File: config.mk
export PLATFORM = sky130hd
export DESIGN_NAME = fpa_div_cell
export DESIGN_NICKNAME = d
export VERILOG_FILES = /design/src/hdl/fpa_div_cell.sv
export SDC_FILE = /design/constraint.sdc
export NUM_CORES = 1
export LEC_CHECK = 0
export BUFFER_PORTS_ARGS = -buffer_cell sky130_fd_sc_hd__buf_2
export CAP_MARGIN = 25
export CORE_MARGIN = 3
export CORE_UTILIZATION = 40
export CTS_BUF_LIST = sky130_fd_sc_hd__clkbuf_2 sky130_fd_sc_hd__clkbuf_4 sky130_fd_sc_hd__clkbuf_8
export DETAILED_ROUTE_END_ITERATION = 10
export GPL_ROUTABILITY_DRIVEN = 0
export PLACE_DENSITY = 0.68
export SETUP_SLACK_MARGIN = 0.02
export SLEW_MARGIN = 10
export SYNTH_ARGS = -nofsm -noshare
export SYNTH_HDL_FRONTEND = slang
export SYNTH_SLANG_ARGS = --single-unit
File: constraint.sdc
create_clock -name clock -period 3.85 [get_ports clock]
set_input_delay 0.77 -clock clock [delete_from_list [all_inputs] [get_ports clock]]
set_output_delay 0.77 -clock clock [all_outputs]
set_load 0.02 [all_outputs]
File: src/hdl/fpa_div_cell.sv
// fpa_div_cell: one restoring-division step of the divide chain, registered
// no dependencies; instantiated by fixed_point_alu_unit
`default_nettype none
module fpa_div_cell #(
   parameter int MAG_BITS = 33,
   parameter int NUM_BITS = 41,
   parameter int TAG_BITS = 40
) (
   input  wire logic                clock,
   input  wire logic                reset,
   input  wire logic                adv,
   input  wire logic                v_i,
   input  wire logic [MAG_BITS:0]   rem_i,
   input  wire logic [NUM_BITS-1:0] num_i,
   input  wire logic [MAG_BITS-1:0] den_i,
   input  wire logic [TAG_BITS-1:0] tag_i,
   output logic                     v_o,
   output logic [MAG_BITS:0]        rem_o,
   output logic [NUM_BITS-1:0]      num_o,
   output logic [MAG_BITS-1:0]      den_o,
   output logic [TAG_BITS-1:0]      tag_o
);
   logic [MAG_BITS:0]   sh;
   logic [MAG_BITS:0]   rem_in;
   logic [NUM_BITS-1:0] num_in;
   logic                v_ff;
   logic [MAG_BITS:0]   rem_ff;
   logic [NUM_BITS-1:0] num_ff;
   logic [MAG_BITS-1:0] den_ff;
   logic [TAG_BITS-1:0] tag_ff;

   // shift in next numerator bit, subtract if it fits; quotient bit enters at the bottom
   always_comb begin
      sh = {rem_i[MAG_BITS-1:0], num_i[NUM_BITS-1]};
      if (sh >= {1'b0, den_i}) begin
         rem_in = sh - {1'b0, den_i};
         num_in = {num_i[NUM_BITS-2:0], 1'b1};
      end else begin
         rem_in = sh;
         num_in = {num_i[NUM_BITS-2:0], 1'b0};
      end
   end

   always_ff @(posedge clock) begin
      if (reset) begin
         v_ff <= 1'b0;
      end else if (adv) begin
         v_ff <= v_i;
      end
      if (adv) begin
         rem_ff <= rem_in;
         num_ff <= num_in;
         den_ff <= den_i;
         tag_ff <= tag_i;
      end
   end

   assign v_o   = v_ff;
   assign rem_o = rem_ff;
   assign num_o = num_ff;
   assign den_o = den_ff;
   assign tag_o = tag_ff;
endmodule
`default_nettype wire
## Yosys cells after proc, flatten, opt, wreduce, memory -nomap -nowiden

Cells that the tools add are included.

- Add/sub/neg operators: 1
- Multipliers: 0
- Div/mod/pow operators: 0
- $lt $le $gt $ge: 1
- Equality and inequality tests: 0
- Shift operators: 0
- Mux-type cells: 2
- Bitwise operators: 0
- Reductions and logical operators: 0

Operators by type and width:

| cell | count |
|---|---|
| greater-or-equal comparator 34 x 33 -> 1 bit | 1 |
| 2-to-1 mux 34 bit | 1 |
| subtractor 34 x 33 -> 34 bit | 1 |
| 2-to-1 mux 1 bit | 1 |

- Bits in registers: 149
- Bits in latches: 0
- RAM bits: 0
- Memory bits (read-only): 0
- Output and inout port bits: 149
- Memories: 0

## Logic depth before layout (Yosys ltp)

Gate-level depths: netlist of run 1.

- Word-level depth: 2
- Mapped depth: 13

## Least setup slack after synthesis of run 1

No wires, ideal clock.

- Kind: input-to-reg
- From: in num_i[40]
- To: reg rem_ff[14], in the netlist rem_o[14] (data pin)
- Data arrival time: 2829 ps
- Data required time: 3590 ps
- Setup slack: 760 ps
- Cell stages on the path: 12
- Path buffers: 1
- Cell sequence: inv_1 ha_1 inv_1 fa_1 a211oi_1 o21ai_0 o211ai_1 nand2_2 a31oi_4 o21ai_4 buf_6 mux2_4

- Longest elaborated chain between the ends: 2
- Elaborated cells between the ends (all ways): 3
- Those cells by class: add/sub (1); order compare (1); mux (1)

RTL lines:

| what | RTL line | source |
|---|---|---|
| start, declared | 14 | `input wire logic [NUM_BITS-1:0] num_i,` |
| subtractor 34 x 33 -> 34 bit or greater-or-equal comparator 34 x 33 -> 1 bit (tied branches) | 36, 35 |  |
| 2-to-1 mux 34 bit * | 35 | `if (sh >= {1'b0, den_i}) begin` |
| named net rem_in[14] | 24 | `logic [MAG_BITS:0] rem_in;` |
| end signal, assigned | 51 | `rem_ff <= rem_in;` |
| end, declared | 27 | `logic [MAG_BITS:0] rem_ff;` |

The timed path passes the listed nets; every way through them passes the cells marked *.
A chain may end at the register's enable or synchronous reset.

## Worst setup path after layout of run 1

- From: in num_i[40]
- To: reg rem_ff[15], in the netlist rem_o[15] (data pin)

The elaborated chain is that of the path after synthesis.

==> summary.md, run 1 <==
| Metric | Value |
|---|---|
| Final period utilization | `0.806` |
| Root Driver | `clkbuf_8` |
| 1st-iter DRT viols | `274` |
| CP required | `4.04 ns` |
| Hold path depth | `2` |
| Startpoint Class | `input port` |
| Die Width | `137 microns` |
| Maximum VDD drop | `0.223 mV` |
| Area share of the largest cell type after synthesis | `0.652` |
| Antenna-violating nets left | `0` |
| Power per cell area | `453 nW/um^2` |
| Worst-path fanout max | `63` |
| GRT Overall Usage | `0.185` |
| Number of synthesized flops with an enable pin | `148` |
| CP Capture Type | `flop` |
| Minimum clock period | `3.10 ns` |
| Setup Viol. Count Final | `0` |
| DIE AREA | `18700 sq um` |
| Clock Skews | `0 ns` |
| Synth Flop Type | `edfxtp_1` |
| Fin. max-slew vios | `0` |
| GRT Residual Overflow | `0` |
| Final Hold Vio Count | `0` |
| CTS clk-pin slew, worst paths | `0.09 ns` |
| PortBufs | `299` |
| Status | `finished clean` |
| Clock sink count | `149` |
| Post-synth top area cell | `edfxtp_1` |
| Multi-input gate area | `2140 sq um` |
| Starting Density | `0.410` |
| First-pass GRT wire length | `26600 microns` |
| Core Footprint | `16600 sq um` |
| Yosys Warn Count | `0` |
| Relative slew slack | `0.517` |
| Die height | `137 microns` |
| Top-count cell post-synth | `edfxtp_1` |
| Clk_lat worst skew | `0.44 ns` |
| # DRC | `0` |
| Rows | `47` |
| Mapped cell area | `6820 sq um` |
| Post-CTS Setup Bufs | `0` |
| Top cells by area, synth | `edfxtp_1, ha_1, a21oi_1` |
| TNS Setup | `0 ns` |
| Fillers | `1458` |
| Clock Tree Buf Depth | `2` |
| Yosys reg bits | `149` |
| Post-DP HPWL | `13800 microns` |
| Area Overhead vs Synth | `31.8%` |
| Avg Cell Area, Syn | `13.3 sq um` |
| 1st-pass router iterations | `5` |
| CTS tree | `yes` |
| CTS H-tree lvls | `4` |
| Core Util, Final | `0.540` |
| Sequential-to-total area share from yosys stat | `0.655` |
| Reg2Reg Setup Slack | `3.27 ns` |
| Final WL | `17800 microns` |
| Dpl cell area | `8600 sq um` |
| CTS-repair resized insts | `0` |
| Measured slew at the worst slew-check pin | `0.720 ns` |
| Wirelength per Cell | `16.9 microns` |
| Vias in the first global route | `4880` |
| Tightest Hold Check Type | `input port to flop` |
| Ports | `301` |
| Cts bufs inserted | `17` |
| Most frequent cells after synthesis | `edfxtp_1, a21oi_1, nor2_1, inv_1, ha_1` |
| Yosys cell types | `58` |
| Final instance area | `8990 sq um` |
| DR vias/cell | `4.93` |
| Async set-reset flop share out of synthesis | `0` |
| Share of layout cells above drive strength 1 | `0.426` |
| Mapped Cells | `511` |
| FF+latch area | `4460 sq um` |
| Total leakage power | `3.97 nW` |
| Critical path class | `input port to flop` |
| Pin count of the biggest net entering global routing | `67` |
| Maxcap violations | `0` |
| RSZ-0062 raised after global routing | `false` |
| Post-Syn Nets | `697` |
| Initial antenna violation count | `2` |
| FMAX | `322 MHz` |
| Final Net Count | `1007` |
| Via count | `5205` |
| Reg2reg path depth | `2` |
| CTS Hold Bufs | `0` |
| Arrival @ worst endpoint | `3.30 ns` |
-- kinds of logic (layout without fill, tap and decap cells) --
logic type	Yosys count	after routing	share of synthesized area
AO/OA/AOI/OAI	134	134	0.131
adder cells (fa/ha/maj)	34	34	0.0635
flip-flops	149	149	0.655
multiplexers	8	8	0.0139
AND/OR/NAND/NOR	104	104	0.0693
buffers and inverters	54	377	0.0319
XOR/XNOR	28	28	0.0360
other	0	1	0
-- power by group --
group / leakage (nW) / switching (W) / internal, W
sequential: 1.46 / 0.0000326 / 0.00197
clock: 0.190 / 0.000671 / 0.000484
combinational: 2.32 / 0.000569 / 0.000347
-- flip-flops by register name, summed over array words and instances (netlist names) --
signal  cells
den_o      33
num_o      41
tag_o      40
v_o         1
rem_o      34
-- cells in the final DEF, fill, tap and decap left out, types with 7 or more instances in the layout --
master	count
nand2_1	25
inv_1	39
ha_1	33
xnor2_1	19
o21ai_0	23
nor2_1	40
a21o_1	11
nand3_1	9
nor3_1	7
a21oi_1	56
xor2_1	9
buf_2	298
clkbuf_8	17
edfxtp_1	148
-- area by class of cell --
cell class	count	share of cell area
multi-input combinational	308	0.238
tap	220	0.0306
timing repair buffer	306	0.176
clock inverter	14	0.0155
inverter	39	0.0163
sequential	149	0.497
clock buffer	18	0.0269
antenna	1	0.000278
-- per-layer routing --
metal  vias to the layer above  wire length (microns)  GRT usage
li1                       2531                      -          -
met1                      2455                   7230      0.233
met2                       198                   8760      0.307
met3                        19                   1530     0.0581
met5                         -                     16          0
met4                         2                    252     0.0554
-- metrics by stage --
stage	worst slack [ns]	power (W)	std cells	hold WS, ns
2_1_floorplan	0.760	0.00260	511	0.579
3_3_place_gp	0.340	0.00295	1022	0.477
3_5_place_dp	0.307	0.00296	1022	0.493
4_1_cts	0.792	0.00413	1054	0.439
5_1_grt	0.596	0.00429	1055	0.443
6_report	0.747	0.00407	1055	0.478
-- worst max-delay path, stage by stage --
cell      delay (ns)
buf_2           0.11
inv_1           0.06
ha_1            0.16
inv_1           0.05
fa_1            0.42
a211oi_1        0.32
o21ai_0         0.15
o211ai_1        0.20
nand2_2         0.17
a31oi_4         0.22
o21ai_4         0.09
buf_12          0.20
mux2_4          0.33
-- path summary, 6_finish.rpt --
check               to       from
max          rem_o[15]  num_i[40]
min                v_o      reset
max reg2reg        v_o        v_o
min reg2reg        v_o        v_o
(Power assumes the default switching activity.)
==> run 2: changes to the inputs <==
Settings changed: ABC_AREA set to 1, PLACE_DENSITY 0.68 to 0.67.
Clock period 3.85 ns to 3.1 ns, I/O delays scaled along.
==> run 2 against run 1 <==
Against the previous run:
- total power increased by 30%
- synthesized cell count increased by 64%
- synthesized area increased by 14%
- via count increased by 24%
- first-iteration DRC count increased by 35%
- largest power group unchanged
==> summary.md, run 2 <==
| Metric | Value |
|---|---|
| Root Driver | `clkbuf_8` |
| Vias in the first global route | `6408 (+31%)` |
| Worst-path fanout max | `4 (-94%)` |
| GRT Overall Usage | `0.204 (+0.0190)` |
| Fillers | `1759 (+21%)` |
| Most frequent cells in the layout | `nand2_1, buf_2, edfxtp_1` |
| Async set-reset flop share out of synthesis | `0 (unchanged)` |
| Reg-to-reg endpoint | `v_o` |
| CTS clk-pin slew, worst paths | `0.09 ns (about the same)` |
| Cts bufs inserted | `17 (unchanged)` |
| Via count | `6473 (+24%)` |
| CP required | `3.32 ns (-0.72 ns)` |
| Total leakage power | `5.13 nW (+29%)` |
| Final Net Count | `1345 (+34%)` |
| FMAX | `435 MHz` |
| Mapped Cells | `838 (+64%)` |
| Max FFs per register | `41 (unchanged)` |
| Clock Skews | `0 ns (unchanged)` |
| Tightest Hold Check Type | `input port to flop` |
| Antenna-violating nets left | `0 (unchanged)` |
| Arrival @ worst endpoint | `2.52 ns (-0.78 ns)` |
| Dpl cells | `1400 (+37%)` |
| Area Overhead vs Synth | `29.3%` |
| Clock Tree Buf Depth | `2 (unchanged)` |
| Top cells by area, synth | `edfxtp_1, nand2_1, inv_1` |
| 1st-pass router iterations | `7 (+2)` |
| CTS tree | `yes` |
| Starting Density | `0.411 (+0.00134)` |
| Minimum clock period | `2.30 ns` |
| Sequential-to-total area share from yosys stat | `0.577 (-0.0780)` |
| First-pass GRT wire length | `34100 microns (+28%)` |
| DIE AREA | `21100 sq um (+13%)` |
| Startpoint Class | `input port` |
| CP Capture Type | `flop` |
| Hold Slack | `0.308 ns (-0.169 ns)` |
| Clk_lat worst skew | `0.45 ns (about the same)` |
| Wirelength per Cell | `15.1 microns (-11%)` |
| Top-count cell post-synth | `nand2_1` |
| Number of synthesized flops with an enable pin | `148 (unchanged)` |
| CTS Hold Bufs | `0 (unchanged)` |
| Core Footprint | `18800 sq um (+13%)` |
| Post-Syn Nets | `1024 (+47%)` |
| Synth Flop Type | `edfxtp_1` |
| Overall power | `0.00530 W (+30%)` |
| Initial antenna violation count | `7 (+5)` |
| Ports | `301 (unchanged)` |
| FF-to-FF Start | `v_o` |
| Final Hold Vio Count | `0 (unchanged)` |
| Measured slew at the worst slew-check pin | `0.510 ns (-0.209 ns)` |
| Final WL | `21600 microns (+22%)` |
| Fin. max-slew vios | `0 (unchanged)` |
| Rows | `50 (+6.4%)` |
| 1st-iter DRT viols | `370 (+35%)` |
| Maxcap violations | `0 (unchanged)` |
| Most common cell after layout, fill and taps aside | `nand2_1` |
| RSZ-0062 raised after global routing | `false` |
| Yosys reg bits | `149 (unchanged)` |
| PortBufs | `299 (unchanged)` |
| Setup Viol. Count Final | `0 (unchanged)` |
| Post-DP HPWL | `17300 microns (+26%)` |
| # DRC | `0 (unchanged)` |
| Most frequent cells after synthesis | `nand2_1, edfxtp_1, inv_1, nor2_1, ha_1` |
| Clock sink count | `149 (unchanged)` |
| GRT Residual Overflow | `0 (unchanged)` |
| CTS-repair resized insts | `0 (unchanged)` |
| Area share of the largest cell type after synthesis | `0.574 (-0.0776)` |
| Maximum VDD drop | `0.246 mV (+10%)` |
| Die height | `145 microns (+6.3%)` |
| Yosys cell types | `32 (-45%)` |
| Non-Filler Instances | `1434 (+36%)` |
| Setup crit end | `rem_o[24]` |
| Reg2Reg Setup Slack | `2.52 ns (-0.75 ns)` |
| Reg2reg path depth | `2 (unchanged)` |
| Post-CTS Setup Bufs | `0 (unchanged)` |
| TNS Setup | `0 ns (unchanged)` |
| DR vias/cell | `4.51 (-8.5%)` |
| Avg Cell Area, Syn | `9.24 sq um (-31%)` |
| Mapped cell area | `7740 sq um (+14%)` |
| Power per cell area | `529 nW/um^2 (+17%)` |
| Worst setup path startpoint | `num_i[40]` |
| Final period utilization | `0.741` |
| Relative slew slack | `0.660 (+0.142)` |
| Share of layout cells above drive strength 1 | `0.322 (-0.104)` |
| Status | `finished clean` |
| Yosys Warn Count | `0 (unchanged)` |
| Critical path class | `input port to flop` |
| Pin count of the biggest net entering global routing | `59 (-12%)` |
| CTS H-tree lvls | `4 (unchanged)` |
| Post-synth top area cell | `edfxtp_1` |
| Die Width | `145 microns (+6.3%)` |
run 2: cell types whose count changed after synthesis, sizes merged, moves of 7 or more:
cell    previous run  this run
a21o              11         2
o21ai             27         5
a211oi             7         0
nand2             26       340
a21oi             57        24
inv               39       147
nand3              9        33
xnor2             19         1
clkbuf            10         0
nor2              40        58
run 2: kinds of logic after synthesis:
| group | count (synthesis) | synth area share |
|---|---|---|
| AOI/OAI and AO/OA | 35 | 0.0250 |
| xor gates and xnor gates | 16 | 0.0181 |
| adders and majority gates | 34 | 0.0559 |
| buffers and inverters | 153 | 0.0800 |
| DFF | 149 | 0.577 |
| muxes | 1 | 0.00129 |
| and+or+nand+nor | 450 | 0.243 |
run 2: worst min-delay path by stage:
stage,from,to,slack [ns],cells past startpoint
CTS,reset,v_o,0.29,2
detailed placement,v_o,v_o,0.48,2
global route,reset,v_o,0.29,2
finish,reset,v_o,0.31,2
global placement,v_o,v_o,0.47,2
floorplan,v_o,v_o,0.58,2
run 2: final cells by class:
class	count	area, sq um	area share
diodes	2	5.00	0.000500
repair buffers	308	1600	0.159
multi-input cells	536	2660	0.266
clock inverters	14	165	0.0165
clock buffers	18	241	0.0241
well taps	260	325	0.0325
inverters	147	552	0.0551
flip-flops and latches	149	4460	0.446
run 2: worst max-delay path, stage by stage:
cell	delay (ns)
buf_2	0.11
inv_1	0.05
ha_1	0.13
inv_1	0.08
fa_1	0.46
nand2_1	0.10
nand3_1	0.08
nand3_1	0.08
nand2_1	0.11
nand2_1	0.08
nand2_1	0.17
nand2_1	0.15
nand2_1	0.06
nand2_1	0.06
nand2_1	0.06
nand2_1	0.07
nand2_1	0.04
run 2: power breakdown:
group,switching [W],internal (W),total (W)
clock network,0.000862,0.000686,0.00155
registers,0.0000449,0.00244,0.00249
logic,0.000837,0.000424,0.00126
total,0.00174,0.00355,0.00530
run 2: per-stage QoR:
step	instance area, sq um	utilization	worst slack, ns
floorplan	7740	-	0.814
global placement	9600	0.510	0.379
detailed placement	9600	0.510	0.330
CTS	10000	0.531	0.822
global route	10000	0.531	0.635
finish	10000	0.531	0.802
run 2: metal layers:
metal  global-route usage  vias up  routed length (microns)
met2                0.340      227                    10100
li1                     -     3306                        -
met1                0.245     2875                     9080
met4               0.0764       10                      696
met3               0.0712       55                     1640
met5                    0        -                       70
==> run 3: changes to the inputs <==
Clock period 3.1 ns to 2.2 ns, I/O delays scaled along.
==> run 3 against run 2 <==
Against the previous run:
- sequential share of layout area shrank 3.5 points
- setup slack got worse by 0.63 ns
- first-iteration DRC count shrank 16%
- wire length rose by 4.3%
- critical path type unchanged
- critical endpoint unchanged
==> summary.md, run 3 (same netlist as run 2, synthesis figures left out) <==
| Metric | Value |
|---|---|
| CP required | `2.42 ns (-0.90 ns)` |
| CTS clk-pin slew, worst paths | `0.10 ns (about the same)` |
| Maximum VDD drop | `0.347 mV (+41%)` |
| Power per cell area | `712 nW/um^2 (+35%)` |
| FMAX | `493 MHz` |
| Total leakage power | `5.67 nW (+10%)` |
| Minimum clock period | `2.03 ns` |
| 1st-iter DRT viols | `311 (-16%)` |
| CTS H-tree lvls | `4 (unchanged)` |
| TNS Setup | `0 ns (unchanged)` |
| Pin count of the biggest net entering global routing | `39 (-34%)` |
| Final WL | `22500 microns (+4.3%)` |
| GRT Residual Overflow | `0 (unchanged)` |
| Area Overhead vs Synth | `40.3%` |
| Cts bufs inserted | `17 (unchanged)` |
| DR vias/cell | `4.45 (-1.4%)` |
| Post-CTS Setup Bufs | `0 (unchanged)` |
| Tightest Hold Check Type | `input port to flop` |
| Worst-path fanout max | `3 (-1)` |
| CP Capture Type | `flop` |
| CTS-repair resized insts | `0 (unchanged)` |
| Fin. max-slew vios | `0 (unchanged)` |
| Clock sink count | `149 (unchanged)` |
| # DRC | `0 (unchanged)` |
| Setup Viol. Count Final | `0 (unchanged)` |
| Startpoint Class | `input port` |
| Relative slew slack | `0.736 (+0.0765)` |
| Final period utilization | `0.922` |
| Antenna-violating nets left | `0 (unchanged)` |
| Rows | `50 (unchanged)` |
| Root Driver | `clkbuf_8` |
| Clock Tree Buf Depth | `2 (unchanged)` |
| DIE AREA | `21100 sq um (unchanged)` |
| Vias in the first global route | `6792 (+6.0%)` |
| Core Footprint | `18800 sq um (unchanged)` |
| Maxcap violations | `0 (unchanged)` |
| Non-Filler Instances | `1539 (+7.3%)` |
| Clock Skews | `0 ns (unchanged)` |
| Status | `finished clean` |
| CTS Hold Bufs | `0 (unchanged)` |
| Most frequent cells in the layout | `nand2_1, buf_2, edfxtp_1` |
| Die Width | `145 microns (unchanged)` |
| Final Hold Vio Count | `0 (unchanged)` |
| CTS tree | `yes` |
| PortBufs | `299 (unchanged)` |
| Dpl cells | `1506 (+7.6%)` |
| Max FFs per register | `41 (unchanged)` |
| First-pass GRT wire length | `35500 microns (+4.3%)` |
| Starting Density | `0.411 (unchanged)` |
| Critical path class | `input port to flop` |
| Share of layout cells above drive strength 1 | `0.378 (+0.0563)` |
| Post-DP HPWL | `18300 microns (+5.7%)` |
| Final Net Count | `1451 (+7.9%)` |
| Die height | `145 microns (unchanged)` |
| RSZ-0062 raised after global routing | `false` |
| Most common cell after layout, fill and taps aside | `nand2_1` |
| GRT Overall Usage | `0.213 (+0.00934)` |
| Ports | `301 (unchanged)` |
| Fillers | `1703 (-3.2%)` |
| Measured slew at the worst slew-check pin | `0.396 ns (-0.115 ns)` |
| Core Util, Final | `0.577 (+0.0452)` |
| Arrival @ worst endpoint | `2.25 ns (-0.27 ns)` |
| Clk_lat worst skew | `0.45 ns (about the same)` |
| Initial antenna violation count | `5 (-2)` |
| Wirelength per Cell | `14.6 microns (-2.8%)` |
| Via count | `6849 (+5.8%)` |
| 1st-pass router iterations | `5 (-2)` |
==> run 3: final timing paths <==
kind,slack (ns),from,to,depth (start not counted)
setup / recovery,0.17,num_i[40],rem_o[24],17
hold / removal,0.13,reset,v_o,2
setup reg to reg,1.62,v_o,v_o,2
hold reg to reg,0.50,v_o,v_o,2
==> run 3: per-stage QoR <==
stage | setup slack (ns) | hold WS, ns | cell area, sq um | total power [W]
after CTS | 0.216 | 0.0918 | 10900 | 0.00783
after detailed placement | -0.293 | 0.478 | 10500 | 0.00563
after global routing | 0.0371 | 0.0975 | 10900 | 0.00816
after global placement | -0.225 | 0.472 | 10500 | 0.00560
after floorplan | 0.0944 | 0.512 | 7740 | 0.00468
final | 0.172 | 0.128 | 10900 | 0.00773
==> run 3: layer usage <==
layer  vias to the layer above  part of all wire  track usage
met2                       235              0.48        0.364
li1                       3529                 -            -
met5                         -            0.0025            0
met4                         8             0.020       0.0646
met1                      3034              0.42        0.262
met3                        43             0.071       0.0653
==> run 3: layout make-up <==
class | count | area [sq um] | area share
Sequential cell | 149 | 4460 | 0.411
Multi-Input combinational cell | 536 | 2660 | 0.245
Timing Repair Buffer | 414 | 2450 | 0.226
Inverter | 147 | 552 | 0.0508
Tap cell | 260 | 325 | 0.0300
Clock buffer | 18 | 241 | 0.0222
Clock inverter | 14 | 161 | 0.0149
Antenna cell | 1 | 2.50 | 0.000230
==> run 3: worst max-delay path, stage by stage <==
cell     delay [ns]
buf_2          0.11
inv_1          0.05
ha_1           0.14
inv_1          0.06
fa_1           0.43
nand2_1        0.09
nand3_1        0.08
nand3_1        0.08
nand2_1        0.10
nand2_1        0.09
nand2_1        0.15
nand2_1        0.16
nand2_1        0.07
nand2_1        0.07
nand2_1        0.05
nand2_1        0.06
nand2_1        0.04
==> run 3: power by group <==
| group | total [W] | switching, W | internal [W] |
|---|---|---|---|
| clock network | 0.00218 | 0.00121 | 0.000967 |
| registers | 0.00351 | 0.0000669 | 0.00344 |
| logic | 0.00204 | 0.00123 | 0.000815 |
